### src/sv/mhd_pkg.sv
package mhd_pkg;

   localparam int HEAP_DEPTH  = 16;
   localparam int VALUE_BITS  = 16;
   localparam int FRAC_BITS   = 8;
   localparam int IDX_W       = $clog2(HEAP_DEPTH);
   localparam int CNT_W       = $clog2(HEAP_DEPTH + 1);
   localparam int SUM_W       = VALUE_BITS + IDX_W;
   localparam int AVG_W       = VALUE_BITS + FRAC_BITS;
   localparam int DIVD_W      = SUM_W + FRAC_BITS;
   localparam int DIV_CNT_W   = $clog2(DIVD_W + 1);
   localparam int REQ_TDATA_W = ((VALUE_BITS + 7) / 8) * 8;
   localparam int RSP_BITS    = VALUE_BITS + IDX_W + CNT_W + AVG_W;
   localparam int RSP_TDATA_W = ((RSP_BITS + 7) / 8) * 8;
   localparam int RSP_TUSER_W = 2;

   localparam logic MODE_INSERT = 1'b0;
   localparam logic MODE_DUMP   = 1'b1;

   localparam int USER_DROPPED = 0;
   localparam int USER_EMPTY   = 1;

   typedef enum logic [2:0] {
      ST_IDLE,
      ST_SIFT_CHK,
      ST_SIFT_CMP,
      ST_INS_OUT,
      ST_DIV_WAIT,
      ST_DUMP_RD,
      ST_DUMP_OUT,
      ST_EMPTY_OUT
   } state_type;

   typedef struct packed {
      logic                  en;
      logic [IDX_W-1:0]      addr;
      logic [VALUE_BITS-1:0] data;
   } ram_wr_type;

   typedef struct packed {
      logic                  en;
      logic [IDX_W-1:0]      addr;
   } ram_rd_type;

endpackage

### src/sv/mhd_ram.sv
module mhd_ram (
   input  logic                           clock,
   input  mhd_pkg::ram_wr_type            wr,
   input  mhd_pkg::ram_rd_type            rd,
   output logic [mhd_pkg::VALUE_BITS-1:0] rd_data
);
   import mhd_pkg::*;

   logic [VALUE_BITS-1:0] mem [HEAP_DEPTH];

   always_ff @(posedge clock) begin
      if (wr.en) begin
         mem[wr.addr] <= wr.data;
      end
   end

   always_ff @(posedge clock) begin
      if (rd.en) begin
         rd_data <= mem[rd.addr];
      end
   end

endmodule

### src/sv/mhd_div.sv
module mhd_div (
   input  logic                        clock,
   input  logic                        reset,
   input  logic                        start,
   input  logic [mhd_pkg::DIVD_W-1:0]  dividend,
   input  logic [mhd_pkg::CNT_W-1:0]   divisor,
   output logic                        done,
   output logic [mhd_pkg::AVG_W-1:0]   quotient
);
   import mhd_pkg::*;

   logic                 busy_ff, busy_in;
   logic                 done_ff, done_in;
   logic [DIV_CNT_W-1:0] cnt_ff, cnt_in;
   logic [CNT_W-1:0]     rem_ff, rem_in;
   logic [DIVD_W-1:0]    quo_ff, quo_in;
   logic [CNT_W:0]       trial;

   // restoring divide, one quotient bit per cycle
   always_comb begin
      busy_in = busy_ff;
      done_in = 1'b0;
      cnt_in  = cnt_ff;
      rem_in  = rem_ff;
      quo_in  = quo_ff;
      trial   = {rem_ff, quo_ff[DIVD_W-1]};
      if (start) begin
         busy_in = 1'b1;
         cnt_in  = DIV_CNT_W'(DIVD_W);
         rem_in  = '0;
         quo_in  = dividend;
      end else if (busy_ff) begin
         if (trial >= {1'b0, divisor}) begin
            rem_in = CNT_W'(trial - {1'b0, divisor});
            quo_in = {quo_ff[DIVD_W-2:0], 1'b1};
         end else begin
            rem_in = CNT_W'(trial);
            quo_in = {quo_ff[DIVD_W-2:0], 1'b0};
         end
         cnt_in = cnt_ff - DIV_CNT_W'(1);
         if (cnt_ff == DIV_CNT_W'(1)) begin
            busy_in = 1'b0;
            done_in = 1'b1;
         end
      end
   end

   always_ff @(posedge clock) begin
      if (reset) begin
         busy_ff <= 1'b0;
         done_ff <= 1'b0;
      end else begin
         busy_ff <= busy_in;
         done_ff <= done_in;
      end
   end

   always_ff @(posedge clock) begin
      cnt_ff <= cnt_in;
      rem_ff <= rem_in;
      quo_ff <= quo_in;
   end

   assign done     = done_ff;
   assign quotient = quo_ff[AVG_W-1:0];

endmodule

### src/sv/min_heap_insert_and_dump_top.sv
// insert: sift-up runs SIFT_CHK then SIFT_CMP for each level climbed, then INS_OUT
// dropped insert or empty dump: goes straight from idle to its response state
// dump: waits for the 28-step average divider, then DUMP_RD and DUMP_OUT for each stored entry
// one item at a time; req_tready is high only between items
// results pass through a one-beat output register; a stall holds that beat and the sequencer waits
// reset clears entry count, running sum, sequencer and output valid; store contents undefined
module min_heap_insert_and_dump_top (
   input  logic                             clock,
   input  logic                             reset,
   input  logic                             req_tvalid,
   output logic                             req_tready,
   input  logic [mhd_pkg::REQ_TDATA_W-1:0]  req_tdata,  // value
   input  logic                             req_tuser,  // mode
   output logic                             rsp_tvalid,
   input  logic                             rsp_tready,
   output logic [mhd_pkg::RSP_TDATA_W-1:0]  rsp_tdata,  // element, position, entries, average_fixed
   output logic                             rsp_tlast,  // is_last
   output logic [mhd_pkg::RSP_TUSER_W-1:0]  rsp_tuser   // dropped, empty_res
);
   import mhd_pkg::*;

   state_type             state_ff, state_in;
   logic [CNT_W-1:0]      count_ff, count_in;
   logic [SUM_W-1:0]      sum_ff, sum_in;
   logic [IDX_W-1:0]      idx_ff, idx_in;
   logic [VALUE_BITS-1:0] val_ff, val_in;
   logic [VALUE_BITS-1:0] root_ff, root_in;
   logic                  drop_ff, drop_in;

   logic                  rsp_valid_ff, rsp_valid_in;
   logic [VALUE_BITS-1:0] elem_ff, elem_in;
   logic [IDX_W-1:0]      pos_ff, pos_in;
   logic                  last_ff, last_in;
   logic [CNT_W-1:0]      ent_ff, ent_in;
   logic [AVG_W-1:0]      avg_ff, avg_in;
   logic                  dropped_ff, dropped_in;
   logic                  empty_ff, empty_in;

   ram_wr_type            ram_wr;
   ram_rd_type            ram_rd;
   logic [VALUE_BITS-1:0] ram_rdata;
   logic                  div_start;
   logic                  div_done;
   logic [AVG_W-1:0]      div_quo;

   logic                  accept;
   logic                  slot_free;
   logic                  rsp_load;
   logic                  heap_full;
   logic                  dump_last;
   logic [IDX_W-1:0]      parent;
   logic [VALUE_BITS-1:0] req_value;

   assign req_value = req_tdata[VALUE_BITS-1:0];
   assign accept    = req_tvalid && req_tready;
   assign slot_free = !rsp_valid_ff || rsp_tready;
   assign heap_full = (count_ff == CNT_W'(HEAP_DEPTH));
   assign dump_last = ((CNT_W'(idx_ff) + CNT_W'(1)) == count_ff);
   assign parent    = IDX_W'(idx_ff - IDX_W'(1)) >> 1;

   mhd_ram u_ram (
      .clock   (clock),
      .wr      (ram_wr),
      .rd      (ram_rd),
      .rd_data (ram_rdata)
   );

   mhd_div u_div (
      .clock    (clock),
      .reset    (reset),
      .start    (div_start),
      .dividend ({sum_ff, FRAC_BITS'(0)}),
      .divisor  (count_ff),
      .done     (div_done),
      .quotient (div_quo)
   );

   // next state
   always_comb begin
      state_in = state_ff;
      case (state_ff)
         ST_IDLE: begin
            if (req_tvalid) begin
               if (req_tuser == MODE_INSERT) begin
                  state_in = heap_full ? ST_INS_OUT : ST_SIFT_CHK;
               end else begin
                  state_in = (count_ff == '0) ? ST_EMPTY_OUT : ST_DIV_WAIT;
               end
            end
         end
         ST_SIFT_CHK: begin
            state_in = (idx_ff == '0) ? ST_INS_OUT : ST_SIFT_CMP;
         end
         ST_SIFT_CMP: begin
            state_in = (ram_rdata > val_ff) ? ST_SIFT_CHK : ST_INS_OUT;
         end
         ST_INS_OUT: begin
            if (slot_free) begin
               state_in = ST_IDLE;
            end
         end
         ST_DIV_WAIT: begin
            if (div_done) begin
               state_in = ST_DUMP_RD;
            end
         end
         ST_DUMP_RD: begin
            state_in = ST_DUMP_OUT;
         end
         ST_DUMP_OUT: begin
            if (slot_free) begin
               state_in = dump_last ? ST_IDLE : ST_DUMP_RD;
            end
         end
         ST_EMPTY_OUT: begin
            if (slot_free) begin
               state_in = ST_IDLE;
            end
         end
         default: begin
            state_in = ST_IDLE;
         end
      endcase
   end

   // outputs and datapath
   always_comb begin
      req_tready = 1'b0;
      ram_wr     = '0;
      ram_rd     = '0;
      div_start  = 1'b0;
      rsp_load   = 1'b0;
      count_in   = count_ff;
      sum_in     = sum_ff;
      idx_in     = idx_ff;
      val_in     = val_ff;
      root_in    = root_ff;
      drop_in    = drop_ff;
      elem_in    = elem_ff;
      pos_in     = pos_ff;
      last_in    = last_ff;
      ent_in     = ent_ff;
      avg_in     = avg_ff;
      dropped_in = dropped_ff;
      empty_in   = empty_ff;
      case (state_ff)
         ST_IDLE: begin
            req_tready = 1'b1;
            if (req_tvalid) begin
               idx_in = '0;
               if (req_tuser == MODE_INSERT) begin
                  drop_in = heap_full;
                  if (!heap_full) begin
                     idx_in   = count_ff[IDX_W-1:0];
                     val_in   = req_value;
                     count_in = count_ff + CNT_W'(1);
                     sum_in   = sum_ff + SUM_W'(req_value);
                  end
               end else if (count_ff != '0) begin
                  div_start = 1'b1;
               end
            end
         end
         ST_SIFT_CHK: begin
            if (idx_ff == '0) begin
               ram_wr  = '{en: 1'b1, addr: '0, data: val_ff};
               root_in = val_ff;
            end else begin
               ram_rd = '{en: 1'b1, addr: parent};
            end
         end
         ST_SIFT_CMP: begin
            if (ram_rdata > val_ff) begin
               ram_wr = '{en: 1'b1, addr: idx_ff, data: ram_rdata};
               idx_in = parent;
            end else begin
               ram_wr = '{en: 1'b1, addr: idx_ff, data: val_ff};
            end
         end
         ST_INS_OUT: begin
            if (slot_free) begin
               rsp_load   = 1'b1;
               elem_in    = root_ff;
               pos_in     = '0;
               last_in    = 1'b1;
               ent_in     = count_ff;
               avg_in     = '0;
               dropped_in = drop_ff;
               empty_in   = 1'b0;
            end
         end
         ST_DIV_WAIT: begin
         end
         ST_DUMP_RD: begin
            ram_rd = '{en: 1'b1, addr: idx_ff};
         end
         ST_DUMP_OUT: begin
            if (slot_free) begin
               rsp_load   = 1'b1;
               elem_in    = ram_rdata;
               pos_in     = idx_ff;
               last_in    = dump_last;
               ent_in     = count_ff;
               avg_in     = dump_last ? div_quo : '0;
               dropped_in = 1'b0;
               empty_in   = 1'b0;
               idx_in     = idx_ff + IDX_W'(1);
            end
         end
         ST_EMPTY_OUT: begin
            if (slot_free) begin
               rsp_load   = 1'b1;
               elem_in    = '0;
               pos_in     = '0;
               last_in    = 1'b1;
               ent_in     = '0;
               avg_in     = '0;
               dropped_in = 1'b0;
               empty_in   = 1'b1;
            end
         end
         default: begin
         end
      endcase
   end

   always_comb begin
      rsp_valid_in = rsp_valid_ff;
      if (rsp_load) begin
         rsp_valid_in = 1'b1;
      end else if (rsp_tready) begin
         rsp_valid_in = 1'b0;
      end
   end

   always_ff @(posedge clock) begin
      if (reset) begin
         state_ff     <= ST_IDLE;
         count_ff     <= '0;
         sum_ff       <= '0;
         rsp_valid_ff <= 1'b0;
      end else begin
         state_ff     <= state_in;
         count_ff     <= count_in;
         sum_ff       <= sum_in;
         rsp_valid_ff <= rsp_valid_in;
      end
   end

   always_ff @(posedge clock) begin
      idx_ff     <= idx_in;
      val_ff     <= val_in;
      root_ff    <= root_in;
      drop_ff    <= drop_in;
      elem_ff    <= elem_in;
      pos_ff     <= pos_in;
      last_ff    <= last_in;
      ent_ff     <= ent_in;
      avg_ff     <= avg_in;
      dropped_ff <= dropped_in;
      empty_ff   <= empty_in;
   end

   assign rsp_tvalid = rsp_valid_ff;
   assign rsp_tlast  = last_ff;
   assign rsp_tdata  = RSP_TDATA_W'({avg_ff, ent_ff, pos_ff, elem_ff});
   assign rsp_tuser  = {empty_ff, dropped_ff};

   a_count_bound: assert property (@(posedge clock) disable iff (reset)
      count_ff <= CNT_W'(HEAP_DEPTH))
      else $error("entry count above heap depth");

   a_insert_grows: assert property (@(posedge clock) disable iff (reset)
      accept && req_tuser == MODE_INSERT && !heap_full
      |=> count_ff == $past(count_ff) + CNT_W'(1))
      else $error("insert did not grow the heap");

   a_div_done_wait: assert property (@(posedge clock) disable iff (reset)
      div_done |-> state_ff == ST_DIV_WAIT)
      else $error("divider finished outside a dump");

   a_dump_pos: assert property (@(posedge clock) disable iff (reset)
      state_ff == ST_DUMP_OUT |-> CNT_W'(idx_ff) < count_ff)
      else $error("dump position beyond stored entries");

endmodule
### config.mk
export PLATFORM = sky130hd
export DESIGN_NAME = min_heap_insert_and_dump_top
export DESIGN_NICKNAME = d
export VERILOG_FILES = /design/src/sv/mhd_pkg.sv /design/src/sv/mhd_ram.sv /design/src/sv/mhd_div.sv /design/src/sv/min_heap_insert_and_dump_top.sv
export SDC_FILE = /design/constraint.sdc
export NUM_CORES = 1
export LEC_CHECK = 0
export BUFFER_PORTS_ARGS = -buffer_cell sky130_fd_sc_hd__buf_2
export CORE_MARGIN = 10
export CORE_UTILIZATION = 56
export DETAILED_ROUTE_END_ITERATION = 16
export GPL_ROUTABILITY_DRIVEN = 1
export PLACE_DENSITY = 0.73
export SLEW_MARGIN = 15
export SYNTH_ARGS = -nofsm -noshare
export SYNTH_HDL_FRONTEND = slang
export SYNTH_SLANG_ARGS = --single-unit
### constraint.sdc
create_clock -name clock -period 2.6 [get_ports clock]
set_input_delay 0.26 -clock clock [delete_from_list [all_inputs] [get_ports clock]]
set_output_delay 0.26 -clock clock [all_outputs]
set_load 0.1 [all_outputs]
==> metrics.yaml <==
layout:
  instances_no_fill: 2141
  drive_gt1_share_pct: 27.4
  nFillCells: 2007
  syn_to_final_growth_pct: 27.2
  finalNetCount: 1738
  final_area_um2: 23600
  fin_util_pct: 72.2
  multiInputGateArea_um2: 6620
  antenna_cells: 0
  seq_area_um2: 12400
sta:
  period_share_pct: 113
  setup_tns_ns: -13.85
  final_max_slew_viol_count: 0
  slew_headroom_pct: 44.7
  fin_skew_ns: 0.0270
  timing.final.ws_setup_ns: -0.338
  tightest_slew_ns: 0.830
  rsz0062_at_grt: "true"
  finalSetupViolations: 272
  fin_crit_ns: 2.94
  hold_viol: 0
  fmax_mhz: 340
min_path:
  hp-class: "primary input to register"
  min_path_cells: 3
setup_path:
  crit_type: "register to register"
  path_delay_family: "compound AO/OA/AOI/OAI gates"
  crit_buf_inv: 5
  endpoint_kind: "register"
  r2r_cells: 12
  slowest_stage: "a2111oi_4"
  crit_chain: "inv_2, ha_4, nor3b_4, o31ai_4, buf_12, buf_12, buf_12, mux2i_1, o22ai_2, a2111oi_4, buf_4, nand4_1"
  crit_fanout: 8
  slowest_delay_ns: 0.45
  crit_cells: 12
  cpMostUsedCell: "buf_12"
  required_ns: 2.82
  startpoint_type: "register"
  worstPathArrival_ns: 3.16
placed_design:
  port_buffers: 74
  gp_congestion: 0.892
  placed_cell_area_um2: 20300
  dp.cells: 1980
  dp_hpwl_um: 30300
synth:
  synth_flop_cell: "edfxtp_1"
  syn_inst: 1403
  synth_top_family_by_area: "simple AND/OR/NAND/NOR gates"
  syn_area_um2: 18500
  synth_xor_area_share_pct: 1.23
  yosys.area_share.simple_pct: 12.3
  synth_adder_area_share_pct: 3.12
  synth_cell_type_count: 78
  yosysSeqAreaShare_pct: 67.0
  avgSynthCellArea_um2: 13.2
  yosysWarnings: 0
  synth_edf_count: 381
  synthArstFlopShare_pct: 0
  synth-compound-area-share_pct: 9.98
  ys_ff_latch: 430
  synth.area.mux_share_pct: 3.13
floorplan:
  core_um2: 32600
  rows: 66
  fp.dieArea_um2: 40800
  start_util_pct: 56.8
  die_w_um: 202
  die_h_um: 202
  io_pins: 82
outcome:
  status: "finished, violations left"
  violations: "negative setup slack"
drt:
  vias_per_cell: 6.30
  remaining_drc_errors: 0
  wl_per_cell_um: 25.3
  ant_nets: 0
  drtPass1Iterations: 6
  first_iter_violations: 1736
  routed_wl_um: 54200
  via_count: 13500
clocking:
  htree_levels: 2
  cts_root_buf: "clkbuf_16"
  clockBufferDepth: 3
  insertion_delay_ns: 0.55
  numCtsBuffers: 42
  clkSinkCount: 430
  cts_tree: "built"
  path_clk_slew_ns: 0.06
pwr:
  powerDensity_nw_per_um2: 1110
  p_leak_nw: 9.01
  ir_drop_mv: 0.902
grt:
  antenna_found_initial: 2
  grt_util_all_layers_pct: 23.0
  grt_max_degree: 50
  grt_pass1_vias: 12600
  gr-total-overflow: 0
  grt_pass1_wl_um: 73600
flow_run:
  drv_cap: 0
==> layout by cell type (no fill, tap or decap), types with 8 or more instances in the layout <==
cell / n
dlygate4sd3_1: 16
inv_1: 32
ha_1: 40
a21oi_1: 53
mux2i_1: 44
edfxtp_1: 381
clkbuf_1: 14
buf_4: 139
a21oi_2: 8
nand3_1: 69
a21o_1: 8
o22ai_2: 13
buf_6: 14
and2_1: 31
a31oi_1: 16
buf_8: 15
buf_12: 24
xnor2_1: 20
nor2_1: 80
nand4_1: 25
and3_1: 33
a22o_1: 15
a211oi_1: 9
a311oi_1: 14
nand2b_1: 10
a22o_4: 32
buf_2: 74
dfxtp_1: 48
a2111oi_4: 14
o21ai_0: 20
nand2_1: 158
clkbuf_16: 43
nand2_2: 8
==> worst min-delay path: stages <==
cell	delay [ns]
buf_2	0.07
nand2b_1	0.16
a21oi_1	0.09
==> through the flow <==
step	hold WS (ns)	power (mW)	setup WS (ns)
6_report	0.0900	26.1	-0.338
5_1_grt	0.110	27.0	-0.435
4_1_cts	0.0873	24.5	-0.224
3_5_place_dp	0.466	17.3	-0.804
3_3_place_gp	0.461	17.1	-0.750
2_1_floorplan	0.359	14.5	-0.00790
==> routing by layer <==
metal	track usage, %	wire, um
met3	3.52	5930
met2	38.1	25800
met4	9.42	1900
met1	29.7	20500
met5	0	21
==> flip-flops by register name, summed over array words and instances, names as in the netlist <==
name and cells:
avg_ff 24, count_ff 5, drop_ff 1, dropped_ff 1
elem_ff 16, empty_ff 1, ent_ff 5, idx_ff 4
pos_ff 4, root_ff 16, rsp_tlast 1, rsp_tvalid 1
state_ff 3, sum_ff 20, u_div.busy_ff 1, u_div.cnt_ff 5
u_div.done 1, u_div.quo_ff 28, u_div.rem_ff 5, u_ram.mem 256
u_ram.rd_data 16, val_ff 16
==> power breakdown <==
part / total, mW / leakage (nW) / switching, mW / internal, mW
Combinational: 10.9 / 4.47 / 6.51 / 4.42
Clock: 5.78 / 0.615 / 2.51 / 3.27
Sequential: 9.38 / 3.92 / 0.443 / 8.93
==> cells in the mapped netlist (3+ instances only) <==
library cell	number	area, um^2
a2111oi_0	9	78.8
a2111oi_2	9	135
a211oi_1	12	90.1
a21o_1	8	60.1
a21oi_1	66	330
a221oi_1	3	26.3
a22o_1	31	272
a311oi_1	15	131
a31oi_1	16	100
and2_1	33	206
and3_1	34	213
buf_1	5	18.8
buf_2	23	115
buf_4	10	75.1
buf_6	7	78.8
clkbuf_1	36	135
dfxtp_1	49	981
edfxtp_1	381	11400
ha_1	43	538
inv_1	34	128
inv_2	4	15.0
mux2i_1	58	581
nand2_1	169	634
nand2b_1	10	62.6
nand3_1	71	355
nand4_1	25	156
nor2_1	84	315
nor2b_1	5	31.3
nor3_1	6	30.0
nor3b_1	3	22.5
o211ai_1	3	22.5
o21a_1	6	45.0
o21ai_0	21	105
o21ai_1	3	15.0
o22ai_1	11	68.8
o22ai_2	10	125
o31ai_1	4	30.0
or3_1	6	37.5
or4_1	4	30.0
xnor2_1	20	175
xor2_1	6	52.6
==> cell families after synthesis <==
group,count (synthesis)
other cells,1
mux,58
fa+ha+maj,45
buf+inv,123
flops,430
simple gates,472
compound gates,248
xor+xnor,26
==> worst paths after layout <==
check	startpoint	slack, ns	to
max	idx_ff[0]	-0.34	u_ram.rd_data[4]
min	rsp_tready	0.09	rsp_tvalid
max reg2reg	idx_ff[0]	-0.34	u_ram.rd_data[4]
min reg2reg	u_div.rem_ff[4]	0.48	u_div.rem_ff[4]
==> what timing repair did <==
action	CTS	global route
setup endpoints to repair	276	286
gates resized for setup	115	99
cloned	4	17
endpoints found under the hold margin	16	0
buffers inserted	24	36
hold buffers	16	0
pin swaps	40	71
==> area by class of cell <==
cell class	count	share of cell area [%]
clock inverters	12	0.552
repair buffers	286	10.8
inverters	40	0.637
clock buffers	59	4.86
multi-input cells	872	28.1
flip-flops and latches	430	52.7
well taps	442	2.35
(Power assumes the default switching activity.)
